===== config.mk =====
export PLATFORM = sky130hd
export DESIGN_NAME = can_frame_fault_monitor
export DESIGN_NICKNAME = d
export VERILOG_FILES = /design/src/cffm_pkg.sv /design/src/cffm_ram.sv /design/src/cffm_ctx_update.sv /design/src/can_frame_fault_monitor.sv
export SDC_FILE = /design/constraint.sdc
export NUM_CORES = 1
export LEC_CHECK = 0
export BUFFER_PORTS_ARGS = -buffer_cell sky130_fd_sc_hd__buf_2
export CORE_ASPECT_RATIO = 0.9
export CORE_UTILIZATION = 53
export DETAILED_ROUTE_END_ITERATION = 10
export PLACE_DENSITY = 0.71
export SLEW_MARGIN = 20
export SYNTH_ARGS = -nofsm -noshare
export SYNTH_HDL_FRONTEND = slang
export SYNTH_SLANG_ARGS = --single-unit

===== constraint.sdc =====
create_clock -name clk -period 9.3 [get_ports clk]
set_input_delay 1.395 -clock clk [delete_from_list [all_inputs] [get_ports clk]]
set_output_delay 1.395 -clock clk [all_outputs]
set_load 0.01 [all_outputs]

===== src/cffm_pkg.sv =====
// ----------------------------------------------------------------------------
// cffm_pkg
// Shared types and codes of the CAN frame fault monitor: request and result
// payloads, operation and result codes, register indexes and limits.
// ----------------------------------------------------------------------------
`default_nettype none

package cffm_pkg;

  localparam int SLOT_CAP = 3;
  localparam logic [1:0] NO_SLOT = 2'd3;

  typedef enum logic [1:0] {
    OP_CHECK = 2'd0,
    OP_TX    = 2'd1,
    OP_CLEAR = 2'd2
  } op_t;

  typedef enum logic [2:0] {
    RC_OK          = 3'd0,
    RC_UNKNOWN     = 3'd1,
    RC_MUTED       = 3'd2,
    RC_CRC         = 3'd3,
    RC_CREDIBILITY = 3'd4,
    RC_SYNC        = 3'd5
  } result_code_t;

  localparam logic [2:0] CFG_SLAVE_ID_ZERO    = 3'd0;
  localparam logic [2:0] CFG_SLAVE_ID_ONE     = 3'd1;
  localparam logic [2:0] CFG_SLAVE_ID_TWO     = 3'd2;
  localparam logic [2:0] CFG_CRC_ERROR_LIMIT  = 3'd3;
  localparam logic [2:0] CFG_FRAME_LOSS_LIMIT = 3'd4;
  localparam logic [2:0] CFG_CREDIBLE_MAX     = 3'd5;

  typedef struct packed {
    logic [1:0]  op;
    logic [28:0] can_id;
    logic [7:0]  seq_in;
    logic [15:0] payload;
    logic        crc_ok;
  } frame_t;

  typedef struct packed {
    logic [2:0]  result_code;
    logic [1:0]  slave_slot;
    logic [7:0]  tx_seq;
    logic [15:0] held_data;
    logic [15:0] crc_error_total;
  } result_t;

  typedef struct packed {
    logic [7:0]  crc_error_limit;
    logic [7:0]  frame_loss_limit;
    logic [15:0] credible_max;
  } limits_t;

endpackage

`default_nettype wire


===== src/cffm_ram.sv =====
// ----------------------------------------------------------------------------
// cffm_ram
// Generic single write port, single read port RAM with registered read data.
// ----------------------------------------------------------------------------
`default_nettype none

module cffm_ram #(
  parameter int WIDTH = 8,
  parameter int DEPTH = 4,
  localparam int AW = (DEPTH > 1) ? $clog2(DEPTH) : 1
) (
  input  wire logic             clk,
  input  wire logic             we,
  input  wire logic [AW-1:0]    waddr,
  input  wire logic [WIDTH-1:0] wdata,
  input  wire logic             re,
  input  wire logic [AW-1:0]    raddr,
  output logic      [WIDTH-1:0] rdata
);

  logic [WIDTH-1:0] mem [DEPTH];

  always_ff @(posedge clk) begin
    if (we) begin
      mem[waddr] <= wdata;
    end
    if (re) begin
      rdata <= mem[raddr];
    end
  end

endmodule

`default_nettype wire


===== src/cffm_ctx_update.sv =====
// ----------------------------------------------------------------------------
// cffm_ctx_update
// Frame check and context update for one slot: mute, CRC, credibility and
// sequence checks, transmit sequence assignment, and the result item.
// ----------------------------------------------------------------------------
`default_nettype none

module cffm_ctx_update #(
  parameter int SEQ_BITS  = 8,
  parameter int DATA_BITS = 16
) (
  input  wire logic [1:0]           op,
  input  wire logic [1:0]           slot,
  input  wire logic [7:0]           seq_in,
  input  wire logic [15:0]          payload,
  input  wire logic                 crc_ok,
  input  wire cffm_pkg::limits_t    limits,
  input  wire logic [SEQ_BITS-1:0]  exp_seq,
  input  wire logic [15:0]          fail_count,
  input  wire logic [7:0]           fail_run,
  input  wire logic [7:0]           lost,
  input  wire logic                 muted,
  input  wire logic [DATA_BITS-1:0] good_data,
  output logic                      ctx_wr,
  output logic      [SEQ_BITS-1:0]  exp_seq_next,
  output logic      [15:0]          fail_count_next,
  output logic      [7:0]           fail_run_next,
  output logic      [7:0]           lost_next,
  output logic                      muted_next,
  output logic      [DATA_BITS-1:0] good_data_next,
  output cffm_pkg::result_t         result
);

  import cffm_pkg::*;

  logic [SEQ_BITS+7:0]   seq_ext;
  logic [SEQ_BITS-1:0]   seq_w;
  logic [DATA_BITS+15:0] data_ext;
  logic [DATA_BITS-1:0]  data_w;
  logic [DATA_BITS+15:0] max_ext;
  logic [DATA_BITS+15:0] data_cmp;
  logic [SEQ_BITS+7:0]   tx_ext;
  logic [DATA_BITS+15:0] held_ext;
  logic [SEQ_BITS-1:0]   tx;
  logic                  slot_hit;

  always_comb begin
    seq_ext  = {{SEQ_BITS{1'b0}}, seq_in};
    seq_w    = seq_ext[SEQ_BITS-1:0];
    data_ext = {{DATA_BITS{1'b0}}, payload};
    data_w   = data_ext[DATA_BITS-1:0];
    data_cmp = {16'd0, data_w};
    max_ext  = {{DATA_BITS{1'b0}}, limits.credible_max};
    slot_hit = (slot != NO_SLOT);

    exp_seq_next    = exp_seq;
    fail_count_next = fail_count;
    fail_run_next   = fail_run;
    lost_next       = lost;
    muted_next      = muted;
    good_data_next  = good_data;
    tx              = '0;
    ctx_wr          = 1'b0;
    result.result_code = RC_OK;

    if (op == OP_CHECK || op == OP_TX) begin
      if (!slot_hit) begin
        result.result_code = RC_UNKNOWN;
      end else if (op == OP_TX) begin
        ctx_wr       = 1'b1;
        tx           = exp_seq;
        exp_seq_next = exp_seq + SEQ_BITS'(1);
      end else if (muted) begin
        result.result_code = RC_MUTED;
      end else if (!crc_ok) begin
        ctx_wr = 1'b1;
        if (fail_count != 16'hFFFF) begin
          fail_count_next = fail_count + 16'd1;
        end
        if (fail_run != 8'hFF) begin
          fail_run_next = fail_run + 8'd1;
        end
        if (fail_run_next >= limits.crc_error_limit) begin
          muted_next   = 1'b1;
          lost_next    = 8'd0;
          exp_seq_next = '0;
        end
        result.result_code = RC_CRC;
      end else begin
        ctx_wr        = 1'b1;
        fail_run_next = 8'd0;
        if (data_cmp > max_ext) begin
          result.result_code = RC_CREDIBILITY;
        end else if (seq_w != exp_seq) begin
          if (lost != 8'hFF) begin
            lost_next = lost + 8'd1;
          end
          exp_seq_next = seq_w + SEQ_BITS'(1);
          if (lost_next >= limits.frame_loss_limit) begin
            lost_next    = 8'd0;
            exp_seq_next = '0;
          end
          result.result_code = RC_SYNC;
        end else begin
          exp_seq_next   = exp_seq + SEQ_BITS'(1);
          good_data_next = data_w;
        end
      end
    end

    tx_ext   = {8'd0, tx};
    held_ext = {16'd0, good_data_next};
    result.slave_slot      = (op == OP_CHECK || op == OP_TX) ? slot : NO_SLOT;
    result.tx_seq          = tx_ext[7:0];
    result.held_data       = (slot_hit && (op == OP_CHECK || op == OP_TX)) ?
                             held_ext[15:0] : 16'd0;
    result.crc_error_total = (slot_hit && (op == OP_CHECK || op == OP_TX)) ?
                             fail_count_next : 16'd0;
  end

endmodule

`default_nettype wire


===== src/can_frame_fault_monitor.sv =====
// ----------------------------------------------------------------------------
// can_frame_fault_monitor
// End-to-end checker for CAN frames with one fault context per sender slot.
// ----------------------------------------------------------------------------
// Requests enter on frame_valid/frame_ready and carry an operation: check a
// received frame, assign a transmit sequence number, or clear all contexts.
// Every request gives exactly one result on result_valid/result_ready.
// Registers are written on cfg_valid/cfg_ready (always ready); the user must
// write them only while idle, the block itself does not enforce it. The slot
// lookup and context RAM read fill the check stage, then the update, write
// back and result register follow. While the receiver takes results, one
// request per cycle is sustained, also back to back to one slot (forwarded).
// The per slot contexts sit in a RAM of NUM_SLAVES entries; one valid flop
// per entry, cleared by reset and by the clear operation, makes an unwritten
// entry read as zero, so there is no clearing pass.
// Reset restores the register defaults and empties the pipeline.
// When the receiver stalls, the result register holds its request, the
// check stage waits behind it and frame_ready drops once both are full.
// ----------------------------------------------------------------------------
`default_nettype none

module can_frame_fault_monitor #(
  parameter int NUM_SLAVES = 3,
  parameter int SEQ_BITS   = 8,
  parameter int DATA_BITS  = 16
) (
  input  wire logic              clk,
  input  wire logic              rst,
  input  wire logic              frame_valid,
  output logic                   frame_ready,
  input  wire cffm_pkg::frame_t  frame,
  output logic                   result_valid,
  input  wire logic              result_ready,
  output cffm_pkg::result_t      result,
  input  wire logic              cfg_valid,
  output logic                   cfg_ready,
  input  wire logic [2:0]        cfg_index,
  input  wire logic [28:0]       cfg_data
);

  import cffm_pkg::*;

  localparam int AW    = (NUM_SLAVES > 1) ? $clog2(NUM_SLAVES) : 1;
  localparam int CTX_W = SEQ_BITS + 16 + 8 + 8 + 1 + DATA_BITS;

  logic [28:0] slave_id [SLOT_CAP];
  limits_t     limits;

  logic [1:0]  lookup_slot;
  logic        lookup_hit;
  logic        frame_fire;

  logic        s1_valid;
  logic        s1_go;
  logic        s1_fire;
  logic [1:0]  s1_op;
  logic [1:0]  s1_slot;
  logic [7:0]  s1_seq;
  logic [15:0] s1_payload;
  logic        s1_crc_ok;

  logic [NUM_SLAVES-1:0] ctx_valid;
  logic                  fwd_valid;
  logic [1:0]            fwd_slot;
  logic [CTX_W-1:0]      fwd_ctx;
  logic                  fwd_hit;

  logic [CTX_W-1:0] ram_q;
  logic [CTX_W-1:0] ctx_cur;
  logic [CTX_W-1:0] ctx_new;
  logic [AW-1:0]    ram_raddr;

  logic [SEQ_BITS-1:0]  exp_seq;
  logic [15:0]          fail_count;
  logic [7:0]           fail_run;
  logic [7:0]           lost;
  logic                 muted;
  logic [DATA_BITS-1:0] good_data;
  logic [SEQ_BITS-1:0]  exp_seq_next;
  logic [15:0]          fail_count_next;
  logic [7:0]           fail_run_next;
  logic [7:0]           lost_next;
  logic                 muted_next;
  logic [DATA_BITS-1:0] good_data_next;
  logic                 ctx_wr;
  logic                 ram_we;
  result_t              s1_result;

  // configuration registers
  assign cfg_ready = 1'b1;

  always_ff @(posedge clk) begin
    if (rst) begin
      slave_id[0]             <= 29'd256;
      slave_id[1]             <= 29'd257;
      slave_id[2]             <= 29'd258;
      limits.crc_error_limit  <= 8'd3;
      limits.frame_loss_limit <= 8'd5;
      limits.credible_max     <= 16'hFFFF;
    end else if (cfg_valid && cfg_ready) begin
      case (cfg_index)
        CFG_SLAVE_ID_ZERO:    slave_id[0] <= cfg_data;
        CFG_SLAVE_ID_ONE:     slave_id[1] <= cfg_data;
        CFG_SLAVE_ID_TWO:     slave_id[2] <= cfg_data;
        CFG_CRC_ERROR_LIMIT:  limits.crc_error_limit <= cfg_data[7:0];
        CFG_FRAME_LOSS_LIMIT: limits.frame_loss_limit <= cfg_data[7:0];
        CFG_CREDIBLE_MAX:     limits.credible_max <= cfg_data[15:0];
        default: ;
      endcase
    end
  end

  // slot lookup, lowest matching slot wins
  always_comb begin
    lookup_slot = NO_SLOT;
    lookup_hit  = 1'b0;
    for (int i = 0; i < NUM_SLAVES; i++) begin
      if (!lookup_hit && slave_id[i] == frame.can_id) begin
        lookup_hit  = 1'b1;
        lookup_slot = 2'(i);
      end
    end
    ram_raddr = lookup_hit ? lookup_slot[AW-1:0] : '0;
  end

  assign s1_go       = !result_valid || result_ready;
  assign s1_fire     = s1_valid && s1_go;
  assign frame_ready = !s1_valid || s1_go;
  assign frame_fire  = frame_valid && frame_ready;

  always_ff @(posedge clk) begin
    if (rst) begin
      s1_valid <= 1'b0;
    end else if (frame_ready) begin
      s1_valid <= frame_valid;
    end
  end

  always_ff @(posedge clk) begin
    if (frame_fire) begin
      s1_op      <= frame.op;
      s1_slot    <= lookup_slot;
      s1_seq     <= frame.seq_in;
      s1_payload <= frame.payload;
      s1_crc_ok  <= frame.crc_ok;
    end
  end

  cffm_ram #(
    .WIDTH (CTX_W),
    .DEPTH (NUM_SLAVES)
  ) u_ctx_ram (
    .clk   (clk),
    .we    (ram_we),
    .waddr (s1_slot[AW-1:0]),
    .wdata (ctx_new),
    .re    (frame_fire),
    .raddr (ram_raddr),
    .rdata (ram_q)
  );

  // last write forwarded, unwritten entries read as zero
  assign fwd_hit = fwd_valid && (fwd_slot == s1_slot);

  always_comb begin
    if (fwd_hit) begin
      ctx_cur = fwd_ctx;
    end else if (s1_slot != NO_SLOT && ctx_valid[s1_slot[AW-1:0]]) begin
      ctx_cur = ram_q;
    end else begin
      ctx_cur = '0;
    end
  end

  assign {exp_seq, fail_count, fail_run, lost, muted, good_data} = ctx_cur;
  assign ctx_new = {exp_seq_next, fail_count_next, fail_run_next, lost_next,
                    muted_next, good_data_next};

  cffm_ctx_update #(
    .SEQ_BITS  (SEQ_BITS),
    .DATA_BITS (DATA_BITS)
  ) u_update (
    .op              (s1_op),
    .slot            (s1_slot),
    .seq_in          (s1_seq),
    .payload         (s1_payload),
    .crc_ok          (s1_crc_ok),
    .limits          (limits),
    .exp_seq         (exp_seq),
    .fail_count      (fail_count),
    .fail_run        (fail_run),
    .lost            (lost),
    .muted           (muted),
    .good_data       (good_data),
    .ctx_wr          (ctx_wr),
    .exp_seq_next    (exp_seq_next),
    .fail_count_next (fail_count_next),
    .fail_run_next   (fail_run_next),
    .lost_next       (lost_next),
    .muted_next      (muted_next),
    .good_data_next  (good_data_next),
    .result          (s1_result)
  );

  assign ram_we = s1_fire && ctx_wr;

  always_ff @(posedge clk) begin
    if (rst) begin
      ctx_valid <= '0;
      fwd_valid <= 1'b0;
    end else if (s1_fire && s1_op == OP_CLEAR) begin
      ctx_valid <= '0;
      fwd_valid <= 1'b0;
    end else if (ram_we) begin
      ctx_valid[s1_slot[AW-1:0]] <= 1'b1;
      fwd_valid                  <= 1'b1;
    end
  end

  always_ff @(posedge clk) begin
    if (ram_we) begin
      fwd_slot <= s1_slot;
      fwd_ctx  <= ctx_new;
    end
  end

  // result register
  always_ff @(posedge clk) begin
    if (rst) begin
      result_valid <= 1'b0;
    end else if (s1_go) begin
      result_valid <= s1_valid;
    end
  end

  always_ff @(posedge clk) begin
    if (s1_fire) begin
      result <= s1_result;
    end
  end

  a_reset_empty: assert property (@(posedge clk) rst |=> !result_valid)
    else $error("result valid right after reset");

  a_no_slot_zero: assert property (@(posedge clk) disable iff (rst)
    (result_valid && result.slave_slot == NO_SLOT) |->
      (result.held_data == 16'd0 && result.crc_error_total == 16'd0))
    else $error("context fields reported without a matched slot");

  a_unknown_slot: assert property (@(posedge clk) disable iff (rst)
    (result_valid && result.result_code == RC_UNKNOWN) |->
      (result.slave_slot == NO_SLOT))
    else $error("unknown id with a matched slot");

  a_write_slot: assert property (@(posedge clk) disable iff (rst)
    ram_we |-> (s1_slot != NO_SLOT && (s1_op == OP_CHECK || s1_op == OP_TX)))
    else $error("context write without a matched slot");

endmodule

`default_nettype wire


; ---- After elaboration in Yosys (flattened, before gate mapping)
; Memories as Yosys holds them, arrays and structs flattened. A register that Yosys moved wholly into a read port is not among the register bits.
; Cells that the tools add are included.
[totals]
register_bits = 171
latch_bits = 0
ram_bits = 258
mem_bits_ro = 0
input_bits = 93
output_inout_bits = 48
mem_count = 2
[op_classes]
n_addsub = 5
n_mul = 0
div_mod_pow = 0
n_lt_le_gt_ge = 5
n_eq_ne = 16
n_shift = 0
muxes = 98
bitwise_logic = 7
reduce_logical = 26
[memory_table]
columns = memory, words, word_bits, read_ports, rd_clocked_by_memory_dff, write_ports, line
row1 = u_ctx_ram.mem, 3, 57, 1, 1, 1, cffm_ram.sv:21  ; logic [WIDTH-1:0] mem [DEPTH];
row2 = slave_id, 3, 29, 3, 0, 3, can_frame_fault_monitor.sv:46  ; logic [28:0] slave_id [SLOT_CAP];
[op_table]
columns = operator, n
row1 = $mux W8, 37
row2 = $mux W16, 13
row3 = $mux W57, 2
row4 = $eq A29 B29 Y1, 3
row5 = $mux W29, 3
row6 = $mux W1, 33
row7 = $add A8 B1 Y8 const B, 4
row8 = $add A16 B1 Y16 const B, 1
row9 = $ge A8 B8 Y1, 2
row10 = $gt A16 B16 Y1, 1
row11 = $ne A16 B16 Y1 const B, 1
row12 = $ne A8 B8 Y1 const B, 2
row13 = $mux W2, 6
row14 = $logic_and A1 B1 Y1, 10
row15 = $ne A8 B8 Y1, 1
row16 = $eq A3 B2 Y1 const B, 2
row17 = $eq A3 B3 Y1 const B, 2
row18 = $mux W3, 2
row19 = $reduce_and A2 Y1, 3
row20 = $reduce_or A5 Y1, 1
row21 = $logic_not A1 Y1, 4
row22 = $eq A3 B1 Y1 const B, 1
row23 = $logic_not A3 Y1, 1
row24 = $logic_or A1 B1 Y1, 3
row25 = 15 further kinds, 19

; ---- Longest topological paths before layout
[depth]
word_depth = 23
mapped_depth = 24

; ---- Hierarchy
; From an unflattened synthesis, not the netlist that was laid out.
[hier_totals]
hier_cells = 1548
area_unflattened_um2 = 21239.1
[by_module_without_submodules]
columns = module, n_inst, cells_per_inst, area_each_um2, seq_area_each_um2
row1 = can_frame_fault_monitor, 1, 640, 9925.8, 7367.1
row2 = cffm_ram, 1, 421, 8109.0, 6846.6
row3 = cffm_ctx_update, 1, 487, 3204.3, 0.0

; ---- Least setup slack after synthesis
; OpenSTA, ideal clock, no wires.
[synth_path]
path_type = input -> register
from = input result_ready
to = memory u_ctx_ram.mem[2][0] (netlist name), enable pin
arrival_ns = 8.258
t_required_ns = 8.744
slack_ns = 0.485
path_stages = 4
path_buffers = 0
cell_sequence = nor2b_1 > nor2b_1 > nand3_1 > nor3b_1
[synth_between]
elab_chain_cells = 5
[synth_lines]
columns = element, line
row1 = from (decl), can_frame_fault_monitor.sv:33  ; input wire logic result_ready,
row2 = $logic_or A1 B1 Y1, can_frame_fault_monitor.sv:126  ; assign s1_go = !result_valid || result_ready;
row3 = $logic_and A1 B1 Y1, can_frame_fault_monitor.sv:127  ; assign s1_fire = s1_valid && s1_go;
row4 = via s1_fire, can_frame_fault_monitor.sv:55  ; logic s1_fire;
row5 = $logic_and A1 B1 Y1, can_frame_fault_monitor.sv:205  ; assign ram_we = s1_fire && ctx_wr;
row6 = $mux W1, cffm_ram.sv:24  ; if (we) begin
row7 = $mux W1 (not written as such), cffm_ram.sv:25  ; mem[waddr] <= wdata;
row8 = to (decl), cffm_ram.sv:21
; The timed path passes the listed nets, and every way through them passes these cells.

; ---- Final worst setup path
[layout_path]
from = register s1_slot[0]
to = memory u_ctx_ram.mem[0][17] (netlist name), data pin
[layout_between]
elab_chain_cells = 23
[layout_lines]
columns = element, line
row1 = from (decl), can_frame_fault_monitor.sv:57  ; logic [1:0] s1_slot;
row2 = from (signal assigned), can_frame_fault_monitor.sv:142  ; s1_slot <= lookup_slot;
row3 = $bmux W1 S2, can_frame_fault_monitor.sv:168  ; end else if (s1_slot != NO_SLOT && ctx_valid[s1_slot[AW-1:0]]) begin
row4 = $mux W1 (not written as such), can_frame_fault_monitor.sv:168
row5 = $logic_and A1 B1 Y1, can_frame_fault_monitor.sv:168
row6 = $mux W57, can_frame_fault_monitor.sv:168
row7 = $mux W57, can_frame_fault_monitor.sv:166  ; if (fwd_hit) begin
row8 = $add A8 B1 Y8 / $ne A8 B8 Y1 (equally long branches), "cffm_ctx_update.sv:96, cffm_ctx_update.sv:95"
row9 = $mux W8, cffm_ctx_update.sv:95  ; if (lost != 8'hFF) begin
row10 = $mux W8, cffm_ctx_update.sv:94  ; end else if (seq_w != exp_seq) begin
row11 = (+8 left out), n/a
row12 = $mux W8, cffm_ctx_update.sv:94
row13 = $mux W8, cffm_ctx_update.sv:92  ; if (data_cmp > max_ext) begin
row14 = $mux W8, cffm_ctx_update.sv:75  ; end else if (!crc_ok) begin
row15 = $mux W8, cffm_ctx_update.sv:73  ; end else if (muted) begin
row16 = $mux W8, cffm_ctx_update.sv:69  ; end else if (op == OP_TX) begin
row17 = $mux W8, cffm_ctx_update.sv:67  ; if (!slot_hit) begin
row18 = $mux W8 (*), cffm_ctx_update.sv:66  ; if (op == OP_CHECK || op == OP_TX) begin
row19 = via lost_next[0], can_frame_fault_monitor.sv:82  ; logic [7:0] lost_next;
; The timed path passes the listed nets; every way through them passes the cells marked *. The select of a mux whose other input is x is not followed.

==> impl_metrics.env <==
export IMPL_status="complete, no violations"
export IMPL_cts_resized_gates=0
export IMPL_syn_inst=1563
export IMPL_core_area_sq_mm=0.0394
export IMPL_cts_tree="done"
export IMPL_synth_yosys_warnings=0
export IMPL_grt_antenna_before_repair=2
export IMPL_synth_cell_types=71
export IMPL_finalSetupTns_ns=0
export IMPL_r2r_setup_slack_ns=2.85
export IMPL_drt_first_pass_iters=5
export IMPL_fin_crit_sh=0.693
export IMPL_postCtsSetupBuffers=0
export IMPL_synth_top_cell_area_share=0.636
export IMPL_hp_start="limits[28]"
export IMPL_ioPinCount=141
export IMPL_ir_drop_mv=0.130
export IMPL_cts_max_path_buffers=3
export IMPL_maxSlewHeadroom=0.324
export IMPL_yosysSeqAreaShare=0.672
export IMPL_clock_latency_ns=0.57
export IMPL_holdPathStages=2
export IMPL_fin_total_pwr_w=0.00452
export IMPL_avgSynthCellArea_sq_um=13.5
export IMPL_io_buffer_count=139
export IMPL_multiInputGateArea_sq_mm=0.00651
export IMPL_hpwl_um=29800
export IMPL_n_fill_cell=3012
export IMPL_grt_max_degree=75
export IMPL_cp_required_ns=9.61
export IMPL_clkSlewWorstSetupHoldPaths_ns=0.06
export IMPL_wl_um=47700
export IMPL_area_growth_pct=13.1
export IMPL_hold_class="flop to flop"
export IMPL_final_cell_mix="448 x edfxtp_1, 139 x buf_2, 120 x nand2_1"
export IMPL_synth_largest_area_cell="edfxtp_1"
export IMPL_drive_above_1_share=0.160
export IMPL_final_common_cell="edfxtp_1"
export IMPL_path_class="flop to flop"
export IMPL_setup_violations=0
export IMPL_timing_rr_start="s1_slot[0]"
export IMPL_slew_violations=0
export IMPL_rows=69
export IMPL_remaining_drc_errors=0
export IMPL_viasPerCell=5.76
export IMPL_period_needed_ns=6.45
export IMPL_rsz0062_at_grt="no"
export IMPL_syn_cell_area_sq_mm=0.0211
export IMPL_min_to="limits[28]"
export IMPL_grt_usage=0.238
export IMPL_ys_flop_type="edfxtp_1"
export IMPL_grt_pass1_wl_um=72800
export IMPL_start_kind="flop"
export IMPL_drv_cap=0
export IMPL_fmax_mhz=155
export IMPL_finalHoldViolations=0
export IMPL_post_route_util=0.607
export IMPL_synth_area_leaders="edfxtp_1 64%, dfxtp_1 3.6%, mux2i_1 2.9%"
export IMPL_gp_congestion=0.872
export IMPL_synth_fp_nets=1693
export IMPL_wl_per_cell_um=21.0
export IMPL_root_buffer="clkbuf_16"
export IMPL_cts_sinks=486
export IMPL_initial_core_util=0.537
export IMPL_dr_first_iter_drc_count=1175
export IMPL_regArea_sq_mm=0.0142
export IMPL_crit_path_max_fanout=60
export IMPL_cts_hold_fix_buffers=0
export IMPL_async_flop_share=0
export IMPL_nets=1834
export IMPL_p_leak_nw=9.39
export IMPL_rr_endpoint="u_ctx_ram.mem[0][17]"
export IMPL_vias=13099
export IMPL_endpoint_kind="flop"
export IMPL_tightestPinTransition_ns=1.01
export IMPL_dieArea_sq_mm=0.0407
export IMPL_numCtsBuffers=48
export IMPL_die_h_um=191
export IMPL_clock_skew_ns=0.00904
export IMPL_htreeDepth=2
export IMPL_grt_pass1_vias=12806
export IMPL_worstPathArrival_ns=6.76
export IMPL_synth_edf_count=448
export IMPL_rr_worst_depth=21
export IMPL_drtAntennaViolNets=0
export IMPL_ys_ff_latch=486
export IMPL_overflow=0
export IMPL_die_w_um=213
export IMPL_power_density_mw_per_mm2=189
## layer usage
metal / part of all wire / track usage
met1: 0.45 / 0.331
met2: 0.47 / 0.385
met3: 0.055 / 0.0325
met4: 0.026 / 0.0808
met5: 0 / 0
## critical path: stages (launching register included)
cell,delay [ns]
edfxtp_1,0.69
xor2_1,0.28
nor3_4,0.21
buf_4,0.63
a22oi_1,0.32
inv_1,0.17
ha_1,0.22
inv_1,0.08
nor4b_2,0.62
nand2b_1,0.28
or2_2,0.17
xnor2_1,0.07
ha_1,0.29
o21a_1,0.11
o21ai_0,0.06
nand2b_1,0.07
a21oi_1,0.06
a31oi_1,0.24
o21ai_0,0.16
a21oi_1,0.82
o211ai_1,0.24
mux2_2,0.37
## how the worst max path moves through the flow
stage | slack, ns | endpoint | from | cells past startpoint
after floorplan | 0.49 | u_ctx_ram.mem[2][0] | result_ready | 4
after global placement | 3.16 | fwd_ctx[23] | s1_slot[0] | 21
after detailed placement | 2.92 | u_ctx_ram.mem[0][53] | s1_slot[0] | 21
after CTS | 2.88 | u_ctx_ram.mem[1][53] | s1_slot[0] | 21
after global routing | 2.35 | u_ctx_ram.mem[1][53] | s1_slot[0] | 21
final | 2.85 | u_ctx_ram.mem[0][17] | s1_slot[0] | 21
## area by class of cell
| type | count | share of cell area |
|---|---|---|
| Sequential cell | 486 | 0.595 |
| Multi-Input combinational cell | 969 | 0.272 |
| Clock buffer | 63 | 0.0552 |
| Timing Repair Buffer | 157 | 0.0349 |
| Tap cell | 532 | 0.0278 |
| Clock inverter | 23 | 0.00832 |
| Inverter | 42 | 0.00665 |
| Antenna cell | 1 | 0.000105 |
## where the power goes
part	total, W	switching (W)	leakage, nW	internal [W]
combinational	0.000172	0.000106	3.82	0.0000655
clock	0.00188	0.000804	0.742	0.00108
sequential	0.00246	0.0000322	4.83	0.00243
total	0.00452	0.000943	9.39	0.00358
## Yosys cell counts, types with 12 or more instances
cell type,instances
edfxtp_1,448
buf_1,14
mux2i_1,62
dfxtp_1,38
inv_1,42
xor2_1,69
o21a_1,12
nor2_1,116
nor4_1,20
nand2_1,122
ha_1,37
a21oi_1,113
nand3_1,36
nor2b_1,15
nor3_1,14
a211oi_1,14
nand4_1,24
nand3b_1,20
a22o_1,13
nand2b_1,13
a21o_1,12
clkbuf_1,34
and2_1,53
and4_1,13
xnor2_1,50
a22oi_1,26
o21ai_0,19
## logic make-up after synthesis
family          after synthesis  synth area share
simple gates                472             0.113
flops                       486             0.672
xor+xnor                    121            0.0508
buf+inv                     108            0.0223
fa+ha+maj                    37            0.0219
mux                          69            0.0332
other cells                   1          0.000177
compound gates              269            0.0858
## stage by stage
stage / hold WS, ns / instance area [sq um] / setup slack [ns] / instances
after detailed placement: 0.453 / 22400 / 2.92 / 2186
after CTS: 0.461 / 23900 / 2.88 / 2272
after global placement: 0.447 / 22400 / 3.16 / 2186
final: 0.460 / 23900 / 2.85 / 2273
after global routing: 0.480 / 23900 / 2.35 / 2273
after floorplan: 0.436 / 21100 / 0.485 / 1563
## flip-flops by register name (all words and copies together), names as in the netlist
| register | count |
|---|---|
| fwd_valid | 1 |
| limits | 32 |
| s1_op | 2 |
| s1_valid | 1 |
| s1_crc_ok | 1 |
| u_ctx_ram.mem | 171 |
| s1_seq | 8 |
| fwd_ctx | 57 |
| slave_id | 87 |
| fwd_slot | 2 |
| ctx_valid | 3 |
| result | 45 |
| result_valid | 1 |
| s1_payload | 16 |
| u_ctx_ram.rdata | 57 |
| s1_slot | 2 |
Note: power is estimated with default switching activity, not from simulation.
